`src/hdl/rcpf_pkg.sv`:
```
// ----------------------------------------------------------------------------
// rcpf_pkg
// Shared types, register codes, reset values and channel tables for the RC
// pulse capture and failsafe block.
// ----------------------------------------------------------------------------
package rcpf_pkg;

  // Number of physical receiver pins carried by an input transaction
  localparam int PIN_COUNT    = 5;
  localparam int CHANNELS_DEF = 5;

  localparam int W_TIMER = 16;
  localparam int W_WIDTH = 13;
  localparam int W_IDLE  = 3;

  // Configuration register indexes
  localparam int W_CFG_INDEX = 3;
  localparam int W_CFG_DATA  = 16;
  localparam logic [W_CFG_INDEX-1:0] CFG_FRAME_PERIOD   = 3'd0;
  localparam logic [W_CFG_INDEX-1:0] CFG_PULSE_LIMIT    = 3'd1;
  localparam logic [W_CFG_INDEX-1:0] CFG_SWITCH_HIGH    = 3'd2;
  localparam logic [W_CFG_INDEX-1:0] CFG_SWITCH_LOW     = 3'd3;
  localparam logic [W_CFG_INDEX-1:0] CFG_SWITCH_FLOOR   = 3'd4;
  localparam logic [W_CFG_INDEX-1:0] CFG_WATCHDOG_LIMIT = 3'd5;

  // Configuration reset values
  localparam logic [W_TIMER-1:0] FRAME_PERIOD_RST   = 16'd39236;
  localparam logic [W_WIDTH-1:0] PULSE_LIMIT_RST    = 13'd4500;
  localparam logic [W_WIDTH-1:0] SWITCH_HIGH_RST    = 13'd3300;
  localparam logic [W_WIDTH-1:0] SWITCH_LOW_RST     = 13'd2500;
  localparam logic [W_WIDTH-1:0] SWITCH_FLOOR_RST   = 13'd1000;
  localparam logic [W_IDLE-1:0]  WATCHDOG_LIMIT_RST = 3'd3;

  // Saturation value of the quiet tick counter
  localparam logic [W_IDLE-1:0] IDLE_MAX = 3'd7;

  // Failsafe widths
  localparam logic [W_WIDTH-1:0] FAILSAFE_WIDTH      = 13'd3000;
  localparam logic [W_WIDTH-1:0] FAILSAFE_WIDTH_CH1  = 13'd1000;

  // Dead-band windows, bounds inclusive
  localparam logic [W_WIDTH-1:0] DB_CH0_LO = 13'd2890;
  localparam logic [W_WIDTH-1:0] DB_CH0_HI = 13'd2930;
  localparam logic [W_WIDTH-1:0] DB_CH2_LO = 13'd2600;
  localparam logic [W_WIDTH-1:0] DB_CH2_HI = 13'd2700;
  localparam logic [W_WIDTH-1:0] DB_CH3_LO = 13'd2860;
  localparam logic [W_WIDTH-1:0] DB_CH3_HI = 13'd2960;

  // Input command codes
  localparam logic CMD_PIN_CHANGE = 1'b0;
  localparam logic CMD_FRAME_TICK = 1'b1;

  typedef enum logic [1:0] {
    MODE_MANUAL = 2'd0,
    MODE_AUTO   = 2'd1,
    MODE_EMERG  = 2'd2
  } mode_t;

  typedef struct packed {
    logic                 command;
    logic [PIN_COUNT-1:0] pin_levels;
    logic [W_TIMER-1:0]   timer_now;
  } item_t;

  typedef struct packed {
    logic [1:0]         mode;
    logic [W_WIDTH-1:0] width_ch0;
    logic [W_WIDTH-1:0] width_ch1;
    logic [W_WIDTH-1:0] width_ch2;
    logic [W_WIDTH-1:0] width_ch3;
    logic [W_WIDTH-1:0] width_ch4;
    logic [W_WIDTH-1:0] switch_width;
  } result_t;

  typedef struct packed {
    logic [W_TIMER-1:0] frame_period;
    logic [W_WIDTH-1:0] pulse_limit;
    logic [W_WIDTH-1:0] switch_high;
    logic [W_WIDTH-1:0] switch_low;
    logic [W_WIDTH-1:0] switch_floor;
    logic [W_IDLE-1:0]  watchdog_limit;
  } cfg_t;

  // Event seen by every lane
  typedef struct packed {
    logic               is_pin;
    logic [W_TIMER-1:0] now;
  } evt_t;

  // Measurement reported by a lane
  typedef struct packed {
    logic               valid;
    logic [W_WIDTH-1:0] width;
  } meas_t;

  // Mode controls handed to the lanes
  typedef struct packed {
    logic manual;
    logic load_failsafe;
  } ctl_t;

  function automatic logic [W_WIDTH-1:0] reset_width(input int idx);
    logic [W_WIDTH-1:0] w;
    case (idx)
      0:       w = 13'd2950;
      1:       w = 13'd2000;
      2:       w = 13'd2700;
      default: w = 13'd3000;
    endcase
    return w;
  endfunction

  function automatic logic [W_WIDTH-1:0] failsafe_width(input int idx);
    return (idx == 1) ? FAILSAFE_WIDTH_CH1 : FAILSAFE_WIDTH;
  endfunction

  // True when both widths sit inside the channel's dead band
  function automatic logic in_dead_band(input int idx, input logic [W_WIDTH-1:0] a,
                                        input logic [W_WIDTH-1:0] b);
    logic [W_WIDTH-1:0] lo;
    logic [W_WIDTH-1:0] hi;
    logic               en;
    en = 1'b1;
    lo = '0;
    hi = '0;
    case (idx)
      0: begin
        lo = DB_CH0_LO;
        hi = DB_CH0_HI;
      end
      2: begin
        lo = DB_CH2_LO;
        hi = DB_CH2_HI;
      end
      3: begin
        lo = DB_CH3_LO;
        hi = DB_CH3_HI;
      end
      default: en = 1'b0;
    endcase
    return en && (a >= lo) && (a <= hi) && (b >= lo) && (b <= hi);
  endfunction

endpackage

```
`src/hdl/rcpf_lane.sv`:
```
// ----------------------------------------------------------------------------
// rcpf_lane
// One receiver channel: edge detect, start time capture, width measurement
// with frame wrap, validity check and averaging into the desired width.
// ----------------------------------------------------------------------------
module rcpf_lane #(
  parameter int IDX = 0
) (
  input  logic                               clk,
  input  logic                               rst,
  input  logic                               fire,
  input  rcpf_pkg::evt_t                     evt,
  input  logic                               level,
  input  rcpf_pkg::cfg_t                     cfg,
  input  rcpf_pkg::ctl_t                     ctl,
  output rcpf_pkg::meas_t                    meas,
  output logic [rcpf_pkg::W_WIDTH-1:0]       width_next
);

  localparam logic HIST_INIT = (IDX < rcpf_pkg::PIN_COUNT) ? 1'b1 : 1'b0;

  logic                          hist;
  logic [rcpf_pkg::W_TIMER-1:0]  start;
  logic [rcpf_pkg::W_WIDTH-1:0]  desired;

  logic                          changed;
  logic                          rise;
  logic                          fall;
  logic [rcpf_pkg::W_TIMER+1:0]  span;
  logic                          in_range;
  logic [rcpf_pkg::W_WIDTH:0]    sum;
  logic [rcpf_pkg::W_WIDTH-1:0]  avg;
  logic                          dead;

  // Detect the edge on this pin
  assign changed = evt.is_pin && (level != hist);
  assign rise    = changed && level;
  assign fall    = changed && !level;

  // Measure the width, unwrapping across the frame; a negative span is invalid
  always_comb begin
    if (evt.now >= start) begin
      span = {2'b00, evt.now} - {2'b00, start};
    end else begin
      span = {2'b00, evt.now} + {2'b00, cfg.frame_period} - {2'b00, start};
    end
  end

  assign in_range = !span[rcpf_pkg::W_TIMER+1]
                 && (span[rcpf_pkg::W_TIMER:0] != '0)
                 && (span[rcpf_pkg::W_TIMER:0] < {4'b0000, cfg.pulse_limit});

  assign meas.valid = fall && in_range;
  assign meas.width = span[rcpf_pkg::W_WIDTH-1:0];

  // Average into the desired width in manual mode outside the dead band
  assign sum  = {1'b0, meas.width} + {1'b0, desired};
  assign avg  = sum[rcpf_pkg::W_WIDTH:1];
  assign dead = rcpf_pkg::in_dead_band(IDX, desired, meas.width);

  always_comb begin
    if (ctl.load_failsafe) begin
      width_next = rcpf_pkg::failsafe_width(IDX);
    end else if (meas.valid && ctl.manual && !dead) begin
      width_next = avg;
    end else begin
      width_next = desired;
    end
  end

  // Hold channel state, advance on each processed transaction
  always_ff @(posedge clk) begin
    if (rst) begin
      hist    <= HIST_INIT;
      start   <= '0;
      desired <= rcpf_pkg::reset_width(IDX);
    end else if (fire) begin
      if (evt.is_pin) begin
        hist <= level;
      end
      if (rise) begin
        start <= evt.now;
      end
      desired <= width_next;
    end
  end

endmodule

```
`src/hdl/rcpf_ctrl.sv`:
```
// ----------------------------------------------------------------------------
// rcpf_ctrl
// Mode controller: quiet tick watchdog, switch channel value and the
// manual / auto / emergency transitions.
// ----------------------------------------------------------------------------
module rcpf_ctrl (
  input  logic                          clk,
  input  logic                          rst,
  input  logic                          fire,
  input  logic                          is_tick,
  input  rcpf_pkg::meas_t               switch_meas,
  input  rcpf_pkg::cfg_t                cfg,
  output rcpf_pkg::ctl_t                ctl,
  output rcpf_pkg::mode_t               mode_next,
  output logic [rcpf_pkg::W_WIDTH-1:0]  switch_next
);

  rcpf_pkg::mode_t               mode;
  logic [rcpf_pkg::W_WIDTH-1:0]  switch_value;
  logic [rcpf_pkg::W_IDLE-1:0]   idle_ticks;

  logic                          trip;
  rcpf_pkg::mode_t               mode_mid;
  logic [rcpf_pkg::W_IDLE-1:0]   idle_next;

  // Watchdog trip on a frame tick outside emergency
  assign trip = is_tick && (mode != rcpf_pkg::MODE_EMERG) && (idle_ticks > cfg.watchdog_limit);

  assign mode_mid = trip ? rcpf_pkg::MODE_EMERG : mode;

  always_comb begin
    if (trip) begin
      switch_next = '0;
    end else if (!is_tick && switch_meas.valid) begin
      switch_next = switch_meas.width;
    end else begin
      switch_next = switch_value;
    end
  end

  // Clear on pin activity, count quiet ticks with saturation, hold in emergency
  always_comb begin
    if (!is_tick) begin
      idle_next = '0;
    end else if (mode == rcpf_pkg::MODE_EMERG || idle_ticks == rcpf_pkg::IDLE_MAX) begin
      idle_next = idle_ticks;
    end else begin
      idle_next = idle_ticks + 3'd1;
    end
  end

  // Mode transitions on the switch value
  always_comb begin
    mode_next = mode_mid;
    case (mode_mid)
      rcpf_pkg::MODE_MANUAL: begin
        if (switch_next > cfg.switch_high) mode_next = rcpf_pkg::MODE_AUTO;
      end
      rcpf_pkg::MODE_AUTO: begin
        if (switch_next < cfg.switch_low) mode_next = rcpf_pkg::MODE_MANUAL;
      end
      rcpf_pkg::MODE_EMERG: begin
        if (switch_next > cfg.switch_high) begin
          mode_next = rcpf_pkg::MODE_AUTO;
        end else if (switch_next < cfg.switch_low && switch_next > cfg.switch_floor) begin
          mode_next = rcpf_pkg::MODE_MANUAL;
        end
      end
      default: mode_next = rcpf_pkg::MODE_EMERG;
    endcase
  end

  assign ctl.manual        = (mode == rcpf_pkg::MODE_MANUAL);
  assign ctl.load_failsafe = (mode_mid == rcpf_pkg::MODE_EMERG);

  always_ff @(posedge clk) begin
    if (rst) begin
      mode         <= rcpf_pkg::MODE_MANUAL;
      switch_value <= '0;
      idle_ticks   <= '0;
    end else if (fire) begin
      mode         <= mode_next;
      switch_value <= switch_next;
      idle_ticks   <= idle_next;
    end
  end

endmodule

```
`src/hdl/rc_pulse_capture_failsafe.sv`:
```
// ----------------------------------------------------------------------------
// rc_pulse_capture_failsafe
// RC receiver pulse width capture with manual / auto / emergency mode and a
// frame tick watchdog that loads failsafe widths.
// ----------------------------------------------------------------------------
//  Channel   Direction  Handshake                  Payload
//  item      in         item_valid / item_stall    rcpf_pkg::item_t
//  result    out        result_valid / result_stall rcpf_pkg::result_t
//  cfg       in         cfg_wen                    cfg_index, cfg_data
//
//  One transaction per cycle sustained while the result is not stalled; a
//  result passes the input register, then the result register. All channel
//  lanes and the mode controller update as the input register moves on.
//  Synchronous reset clears the valid flags and controller state and loads
//  the configuration and channel reset values; payloads are not reset.
//  A stalled result holds the input register; item_stall rises if it is full.
// ----------------------------------------------------------------------------
module rc_pulse_capture_failsafe #(
  parameter int CHANNELS = rcpf_pkg::CHANNELS_DEF
) (
  input  logic                              clk,
  input  logic                              rst,
  input  logic                              item_valid,
  output logic                              item_stall,
  input  rcpf_pkg::item_t                   item,
  output logic                              result_valid,
  input  logic                              result_stall,
  output rcpf_pkg::result_t                 result,
  input  logic                              cfg_wen,
  input  logic [rcpf_pkg::W_CFG_INDEX-1:0]  cfg_index,
  input  logic [rcpf_pkg::W_CFG_DATA-1:0]   cfg_data
);

  rcpf_pkg::cfg_t                cfg;
  logic                          s1_valid;
  rcpf_pkg::item_t               s1_item;
  logic                          advance;
  logic                          fire;
  rcpf_pkg::evt_t                evt;
  rcpf_pkg::ctl_t                ctl;
  rcpf_pkg::mode_t               mode_next;
  logic [rcpf_pkg::W_WIDTH-1:0]  switch_next;
  logic [CHANNELS-1:0]           level;
  rcpf_pkg::meas_t               meas [CHANNELS];
  logic [rcpf_pkg::W_WIDTH-1:0]  width_next [CHANNELS];
  logic [rcpf_pkg::W_WIDTH-1:0]  width_out [rcpf_pkg::PIN_COUNT];

  // Write configuration registers
  always_ff @(posedge clk) begin
    if (rst) begin
      cfg.frame_period   <= rcpf_pkg::FRAME_PERIOD_RST;
      cfg.pulse_limit    <= rcpf_pkg::PULSE_LIMIT_RST;
      cfg.switch_high    <= rcpf_pkg::SWITCH_HIGH_RST;
      cfg.switch_low     <= rcpf_pkg::SWITCH_LOW_RST;
      cfg.switch_floor   <= rcpf_pkg::SWITCH_FLOOR_RST;
      cfg.watchdog_limit <= rcpf_pkg::WATCHDOG_LIMIT_RST;
    end else if (cfg_wen) begin
      case (cfg_index)
        rcpf_pkg::CFG_FRAME_PERIOD:   cfg.frame_period   <= cfg_data;
        rcpf_pkg::CFG_PULSE_LIMIT:    cfg.pulse_limit    <= cfg_data[rcpf_pkg::W_WIDTH-1:0];
        rcpf_pkg::CFG_SWITCH_HIGH:    cfg.switch_high    <= cfg_data[rcpf_pkg::W_WIDTH-1:0];
        rcpf_pkg::CFG_SWITCH_LOW:     cfg.switch_low     <= cfg_data[rcpf_pkg::W_WIDTH-1:0];
        rcpf_pkg::CFG_SWITCH_FLOOR:   cfg.switch_floor   <= cfg_data[rcpf_pkg::W_WIDTH-1:0];
        rcpf_pkg::CFG_WATCHDOG_LIMIT: cfg.watchdog_limit <= cfg_data[rcpf_pkg::W_IDLE-1:0];
        default: ;
      endcase
    end
  end

  // Pipeline control: the input register moves on when the result slot frees
  assign advance    = !result_valid || !result_stall;
  assign item_stall = s1_valid && !advance;
  assign fire       = s1_valid && advance;

  always_ff @(posedge clk) begin
    if (rst) begin
      s1_valid <= 1'b0;
    end else if (item_valid && !item_stall) begin
      s1_valid <= 1'b1;
    end else if (advance) begin
      s1_valid <= 1'b0;
    end
  end

  always_ff @(posedge clk) begin
    if (item_valid && !item_stall) begin
      s1_item <= item;
    end
  end

  assign evt.is_pin = (s1_item.command == rcpf_pkg::CMD_PIN_CHANGE);
  assign evt.now    = s1_item.timer_now;

  // Channel lanes; pins beyond the receiver read low
  for (genvar i = 0; i < CHANNELS; i++) begin : g_lane
    if (i < rcpf_pkg::PIN_COUNT) begin : g_pin
      assign level[i] = s1_item.pin_levels[i];
    end else begin : g_nopin
      assign level[i] = 1'b0;
    end

    rcpf_lane #(
      .IDX (i)
    ) u_lane (
      .clk        (clk),
      .rst        (rst),
      .fire       (fire),
      .evt        (evt),
      .level      (level[i]),
      .cfg        (cfg),
      .ctl        (ctl),
      .meas       (meas[i]),
      .width_next (width_next[i])
    );
  end

  rcpf_ctrl u_ctrl (
    .clk         (clk),
    .rst         (rst),
    .fire        (fire),
    .is_tick     (s1_item.command == rcpf_pkg::CMD_FRAME_TICK),
    .switch_meas (meas[CHANNELS-1]),
    .cfg         (cfg),
    .ctl         (ctl),
    .mode_next   (mode_next),
    .switch_next (switch_next)
  );

  // Pad the reported widths; absent channels read zero
  for (genvar j = 0; j < rcpf_pkg::PIN_COUNT; j++) begin : g_out
    if (j < CHANNELS) begin : g_used
      assign width_out[j] = width_next[j];
    end else begin : g_unused
      assign width_out[j] = '0;
    end
  end

  // Result register
  always_ff @(posedge clk) begin
    if (rst) begin
      result_valid <= 1'b0;
    end else if (advance) begin
      result_valid <= s1_valid;
    end
  end

  always_ff @(posedge clk) begin
    if (fire) begin
      result.mode         <= mode_next;
      result.width_ch0    <= width_out[0];
      result.width_ch1    <= width_out[1];
      result.width_ch2    <= width_out[2];
      result.width_ch3    <= width_out[3];
      result.width_ch4    <= width_out[4];
      result.switch_width <= switch_next;
    end
  end

  // Input only stalls behind a stalled result
  a_stall_cause: assert property (@(posedge clk) disable iff (rst)
    item_stall |-> (result_valid && result_stall))
    else $error("item stalled without a stalled result");

  // A processed transaction always produces a result next cycle
  a_fire_result: assert property (@(posedge clk) disable iff (rst)
    fire |=> result_valid)
    else $error("processed transaction lost its result");

  // Emergency results carry the failsafe width on channel 0
  a_emerg_failsafe: assert property (@(posedge clk) disable iff (rst)
    (result_valid && result.mode == rcpf_pkg::MODE_EMERG)
      |-> (result.width_ch0 == rcpf_pkg::FAILSAFE_WIDTH))
    else $error("emergency result without failsafe width");

endmodule
```
`config.mk`:
```
export PLATFORM = sky130hd
export DESIGN_NAME = rc_pulse_capture_failsafe
export DESIGN_NICKNAME = d
export VERILOG_FILES = /design/src/hdl/rcpf_pkg.sv /design/src/hdl/rcpf_lane.sv /design/src/hdl/rcpf_ctrl.sv /design/src/hdl/rc_pulse_capture_failsafe.sv
export SDC_FILE = /design/constraint.sdc
export NUM_CORES = 1
export LEC_CHECK = 0
export BUFFER_PORTS_ARGS = -buffer_cell sky130_fd_sc_hd__buf_2
export CAP_MARGIN = 20
export CORE_ASPECT_RATIO = 0.7
export CORE_MARGIN = 1.5
export CORE_UTILIZATION = 35
export CTS_BUF_LIST = sky130_fd_sc_hd__clkbuf_8
export CTS_CLUSTER_DIAMETER = 150
export DETAILED_ROUTE_END_ITERATION = 8
export HOLD_SLACK_MARGIN = 0.06
export MAX_ROUTING_LAYER = met4
export SETUP_SLACK_MARGIN = 0.05
export SYNTH_ARGS = -nofsm -noshare
export SYNTH_HDL_FRONTEND = slang
export SYNTH_SLANG_ARGS = --single-unit
```
`constraint.sdc`:
```
create_clock -name clk -period 8 [get_ports clk]
set_input_delay 1.6 -clock clk [delete_from_list [all_inputs] [get_ports clk]]
set_output_delay 1.6 -clock clk [all_outputs]
set_load 0.05 [all_outputs]
```
==> flow_metrics.py, run 1 <==
metrics = {
    "timing": {
        "slew_headroom": 0.210,
        "setup_violations": 0,
        "final_hold_viol_count": 0,
        "maxClockFrequency_mhz": 131,
        "fin_crit_sh": 0.953,
        "finalCriticalPeriod_ps": 7620,
        "whs_ps": 453,
        "tns_ps": 0,
        "worst_pin_slew_ps": 1170,
        "skew_ps": 45.6,
        "slew_viol_final": 0,
    },
    "global_routing": {
        "use_met1": 0.374,
        "grt_util_met2": 0.326,
        "grt.overflow.total": 0,
        "grt_first_pass_wirelength_mm": 150,
        "grt_pass1_vias": 23892,
        "grt_most_used_layer": "met1",
        "antenna_found_initial": 4,
        "grt_use_met3": 0.0472,
        "grt.total_usage": 0.245,
        "grt_max_degree": 139,
    },
    "placement": {
        "place_hpwl_mm": 75.8,
        "routabilityCongestion": 0.974,
        "port_buffers": 127,
    },
    "final_layout": {
        "utilization": 0.403,
        "final_layout_size_suffix_gt1_frac": 0.117,
        "nets": 4055,
        "multi_input_area_um2": 19100,
        "fill_cells": 8013,
        "syn_to_final_growth_pct": 13.1,
        "register_area_um2": 7890,
    },
    "critical_path": {
        "critPathCaptureType": "register",
        "crit_required_ps": 8410,
        "cpMaxStageDelayCell": "edfxtp_1",
        "cp.arrival_ps": 8030,
        "crit_path_frequent_cell": "a21oi_2",
        "crit_type": "register to register",
        "slowest_delay_ps": 400,
        "cp_max_fo": 5,
        "start_kind": "register",
    },
    "detailed_routing": {
        "route.detailed.drc": 0,
        "dr.pass1.iters": 6,
        "post_drt_wl_per_cell_um": 21.1,
        "avgViaCountPerCell": 5.60,
        "drt_iter0_markers": 2818,
        "drt-total-wl_mm": 101,
        "detail-route-antenna-nets": 0,
        "num_vias": 26682,
    },
    "clock_tree": {
        "cts_tree": "yes",
        "cts_max_level": 3,
        "cts.reportedPaths.clkPinSlew_ps": 70,
        "root_buffer": "clkbuf_8",
        "cts.sink_count": 343,
        "cts.path.max_buffers": 3,
        "hold_buffers": 0,
        "clock_latency_ps": 690,
        "cts_buffers": 66,
    },
    "logic_synthesis": {
        "synth_edf_count": 102,
        "synth-seq-cells": 343,
        "synth_top_area_cell": "dfxtp_1",
        "yosysTopAreaCellShare": 0.171,
        "synth.area.top_cells": "dfxtp_1 (17%), ha_1 (15%), edfxtp_1 (11%)",
        "synthCells": 3485,
        "synth_area_per_cell_um2": 8.10,
        "async_flop_share": 0,
        "synthFlopType": "dfxtp_1",
        "syn_area_um2": 28200,
        "synth_nets": 3883,
        "ys_seq_area_frac": 0.279,
        "synth_cell_types": 117,
        "yosysWarnings": 0,
    },
    "outcome": {
        "status": "finished clean",
    },
    "floorplan": {
        "std_cell_rows": 86,
        "die_area_um2": 82400,
        "ios": 128,
        "initial_core_util": 0.356,
        "fp.dieH_um": 241,
        "die_width_um": 343,
        "core_um2": 79300,
    },
    "job": {
        "cap_violations": 0,
    },
    "power_and_ir_drop": {
        "powerDensity_nw_per_um2": 188,
        "vdd_drop_max_v": 0.0000942,
        "p_leak_uw": 0.0131,
    },
    "worst_hold_path": {
        "hold_path.class": "register to register",
    },
}
per-layer routing:
layer  share of wire  vias to the layer above
met5               0                        -
met4           0.017                        0
met3           0.092                      112
met2            0.38                     1097
met1            0.51                    12527
li1                -                    12946
critical path: cells and delay by family, from the launching register on:
kind,cells,cell delay [ps]
buffers and inverters,2,440
flip-flops,1,400
XOR/XNOR,2,350
multiplexers,1,180
AND/OR/NAND/NOR,9,920
adder cells (fa/ha/maj),4,1150
AO/OA/AOI/OAI,22,3910
cell type report:
type,instances,share of cell area
repair buffers,213,0.0412
flip-flops and latches,343,0.247
inverters,240,0.0283
well taps,1056,0.0414
clock buffers,74,0.0319
multi-input cells,2793,0.599
clock inverters,44,0.0114
diodes,2,0.000157
logic make-up after synthesis:
family	after synthesis	share of synthesized area
simple gates	1216	0.199
flops	343	0.279
buf+inv	350	0.0504
mux	99	0.0361
compound gates	965	0.225
fa+ha+maj	353	0.161
xor+xnor	159	0.0493
where the power goes:
| part | switching (uW) | internal [uW] |
|---|---|---|
| logic | 1400 | 832 |
| registers | 26.2 | 1830 |
| clock network | 878 | 1020 |
metrics by stage:
stage               setup slack (ps)  instance area (um2)  power (uW)  std cells
floorplan                       68.6                28200        3430       3485
global placement                2.83                30300        4030       4630
detailed placement              -216                30300        4040       4630
CTS                             45.7                31700        5950       4750
global route                   -22.4                31900        6310       4765
finish                           378                31900        5990       4765
layout by cell type, fill, tap and decap left out, types with 35 or more instances in the layout:
cell	instances
a21o_1	77
a21oi_1	342
a31oi_1	35
buf_2	126
buf_4	81
clkbuf_8	74
dfxtp_1	241
edfxtp_1	102
ha_1	336
inv_1	256
mux2i_1	85
nand2_1	532
nand2b_1	36
nand3_1	77
nand4_1	45
nor2_1	236
nor2b_1	44
nor3_1	60
o211ai_1	38
o21a_1	42
o21ai_0	141
xnor2_1	113
xor2_1	45
cell usage after synthesis (30+ instances only):
library cell,count
nor2_1,247
nor3_1,61
nand4_1,45
a21oi_1,349
inv_1,238
o21a_1,42
nor2b_1,46
dfxtp_1,241
edfxtp_1,102
o21ai_0,147
nand2b_1,36
ha_1,336
o211ai_1,38
or3_1,30
a21o_1,77
mux2i_1,85
xnor2_1,114
clkbuf_1,72
nand3_1,77
xor2_1,45
a31oi_1,35
nand2_1,536
final timing paths:
kind,from,to,slack [ps],cells after the start
hold reg to reg,cfg[17]$_SDFFE_PP0P_,cfg[17]$_SDFFE_PP0P_,450,2
hold / removal,cfg[17]$_SDFFE_PP0P_,cfg[17]$_SDFFE_PP0P_,450,2
setup reg to reg,evt[1]$_DFFE_PP_,result[79]$_DFFE_PP_,380,40
setup / recovery,evt[1]$_DFFE_PP_,result[79]$_DFFE_PP_,380,40
registers in the layout, summed over array words and instances (netlist names):
| register | cells |
|---|---|
| u_ctrl.idle_ticks | 3 |
| evt | 16 |
| cfg | 71 |
| result_valid | 1 |
| g_lane.u_lane.desired | 65 |
| u_ctrl.mode | 2 |
| s1_item | 1 |
| level | 5 |
| s1_valid | 1 |
| g_lane.u_lane.start | 80 |
| g_lane.u_lane.hist | 5 |
| result | 80 |
| u_ctrl.switch_value | 13 |
repair_timing:
item	4_1_cts	5_1_grt
pin swaps	0	14
setup endpoints to repair	4	4
setup buffers	2	8
cloned	0	1
gates resized for setup	7	33
Power figures use the tool's default switching activity.
==> inputs of run 2 (changes only) <==
Settings changed: REMOVE_ABC_BUFFERS set to 1.
==> run 2 against run 1 <==
Clock-buffer cell count decreased by 2. Non-clock buffer count down 4. Utilization down 0.14 points. Setup slack lost 4.8 ps. Sequential share of layout area is 0.083 points higher. Register-to-register slack barely moved. Clock skew down 15 ps. Critical path type unchanged. Via count decreased by 2.0%.
==> flow_metrics.py, run 2 (synthesized netlist as in run 1, its figures left out) <==
metrics = {
    "outcome": {
        "status": "finished clean",
    },
    "power_and_ir_drop": {
        "p_clk_frac": 0.318,
        "vdd_drop_max_v": 0.000120,
        "p_leak_uw": 0.0130,
        "powerDensity_nw_per_um2": 185,
        "pwr-share-comb": 0.368,
        "power_switching_uw": 2190,
        "p_int_uw": 3710,
        "power.share.switching": 0.371,
        "power.share.sequential": 0.315,
    },
    "clock_tree": {
        "clock_latency_ps": 710,
        "cts.reportedPaths.clkPinSlew_ps": 70,
        "cts_max_level": 2,
        "cts.sink_count": 343,
        "cts.path.max_buffers": 3,
        "root_buffer": "clkbuf_8",
        "cts_buffers": 60,
        "cts_tree": "yes",
    },
    "floorplan": {
        "initial_core_util": 0.356,
        "std_cell_rows": 86,
        "fp.dieH_um": 241,
        "die_width_um": 343,
        "ios": 128,
        "die_area_um2": 82400,
        "core_um2": 79300,
    },
    "critical_path": {
        "cp.arrival_ps": 8230,
        "crit_type": "register to register",
        "reg2reg_to": "u_ctrl.mode[1]$_SDFFE_PP0P_",
        "crit_path_frequent_cell": "buf_4",
        "critPathCaptureType": "register",
        "crit_required_ps": 8610,
        "cp_max_fo": 15,
        "cpMaxStageDelayCell": "ha_1",
        "start_kind": "register",
        "slowest_delay_ps": 470,
        "r2r_cells": 36,
        "rr_startpoint": "evt[1]$_DFFE_PP_",
        "r2r_slack_ps": 370,
    },
    "final_layout": {
        "final_common_cell": "nand2_1",
        "fill_cells": 8110,
        "top_regs": "g_lane.u_lane.start x80, result x80, cfg x71",
        "nets": 4044,
        "final_cell_mix": "nand2_1 (534), a21oi_1 (343), ha_1 (334), inv_1 (252), nor2_1 (244)",
        "syn_to_final_growth_pct": 12.7,
        "instances_no_fill": 4756,
        "final_layout_size_suffix_gt1_frac": 0.113,
    },
    "global_routing": {
        "grt_pass1_vias": 23660,
        "grt_max_degree": 86,
        "antenna_found_initial": 5,
        "grt.overflow.total": 0,
        "grt_first_pass_wirelength_mm": 143,
        "grt.total_usage": 0.234,
    },
    "timing": {
        "maxClockFrequency_mhz": 131,
        "skew_ps": 30.4,
        "fin_crit_sh": 0.953,
        "setup_violations": 0,
        "final_hold_viol_count": 0,
        "slew_headroom": 0.315,
        "grt_setup_unrepaired": "false",
        "slew_viol_final": 0,
        "worst_pin_slew_ps": 1030,
        "tns_ps": 0,
        "finalCriticalPeriod_ps": 7630,
    },
    "detailed_routing": {
        "dr.pass1.iters": 6,
        "post_drt_wl_per_cell_um": 20.1,
        "route.detailed.drc": 0,
        "avgViaCountPerCell": 5.50,
        "detail-route-antenna-nets": 0,
        "num_vias": 26155,
        "drt_iter0_markers": 2465,
        "drt-total-wl_mm": 95.7,
    },
    "placement": {
        "port_buffers": 127,
        "routabilityCongestion": 0.967,
        "dp.cells": 4634,
        "place_hpwl_mm": 72.6,
    },
    "job": {
        "cap_violations": 0,
    },
    "worst_hold_path": {
        "worst_hold_startpoint": "g_lane[1].u_lane.start[12]$_SDFFE_PP0P_",
        "holdPathEnd": "g_lane[1].u_lane.start[12]$_SDFFE_PP0P_",
        "hold_path.class": "register to register",
        "whs_path_depth": 2,
    },
}
==> run 2: how the worst max path moves through the flow <==
| stage | startpoint | end |
|---|---|---|
| 2_1_floorplan | evt[1]$_DFFE_PP_ | u_ctrl.mode[1]$_SDFFE_PP0P_ |
| 3_3_place_gp | evt[1]$_DFFE_PP_ | result[79]$_DFFE_PP_ |
| 3_5_place_dp | evt[1]$_DFFE_PP_ | result[79]$_DFFE_PP_ |
| 4_1_cts | evt[1]$_DFFE_PP_ | result[79]$_DFFE_PP_ |
| 5_1_grt | cfg[55]$_SDFFE_PP0P_ | result[79]$_DFFE_PP_ |
| 6_report | evt[1]$_DFFE_PP_ | u_ctrl.mode[1]$_SDFFE_PP0P_ |
==> run 2: critical path, delay by kind of cell, from the launching register on <==
kind / cells / cell delay [ps]
muxes: 1 / 280
buffers and inverters: 5 / 950
adders and majority gates: 4 / 1280
and+or+nand+nor: 8 / 950
AOI/OAI and AO/OA: 18 / 3640
DFF: 1 / 400
==> run 2: power by group through the flow <==
stage          combinational (uW)  clock [uW]  sequential (uW)
2_1_floorplan                1460           0             1950
3_3_place_gp                 2090           0             1890
3_5_place_dp                 2090           0             1900
4_1_cts                      2110        1930             1860
5_1_grt                      2390        2000             1860
6_report                     2170        1870             1860
==> run 2: layer usage <==
metal  wire (um)  track usage  vias to the layer above
met5           0            -                        -
met4        2330       0.0617                        0
met3        9390       0.0615                      120
met2       36200        0.307                      918
met1       47700        0.345                    12228
li1            -            -                    12889
==> run 2: final cells by class <==
type	count	area, um2	share of cell area
Multi-Input combinational cell	2792	19100	0.599
Sequential cell	343	7890	0.248
Tap cell	1056	1320	0.0415
Timing Repair Buffer	209	1270	0.0400
Clock buffer	72	991	0.0311
Inverter	240	903	0.0284
Clock inverter	41	377	0.0118
Antenna cell	3	7.51	0.000236
==> run 2: what timing repair did <==
item | in CTS | in global routing
pin swaps | 0 | 16
hold buffers | 0 | 0
resized for setup | 4 | 30
setup buffers | 0 | 5
endpoints found under the setup margin | 4 | 4
endpoints found under the hold margin | 0 | 0
==> run 2: per-stage QoR <==
| step | area, um2 | total power (uW) | worst slack (ps) | hold WS, ps | utilization |
|---|---|---|---|---|---|
| after floorplan | 27700 | 3410 | 158 | 430 | - |
| after global placement | 30300 | 3980 | 100 | 441 | 0.382 |
| after detailed placement | 30300 | 3990 | -79.5 | 446 | 0.382 |
| after CTS | 31700 | 5890 | 59.0 | 455 | 0.399 |
| after global routing | 31800 | 6240 | 8.00 | 469 | 0.401 |
| final | 31800 | 5900 | 374 | 454 | 0.401 |
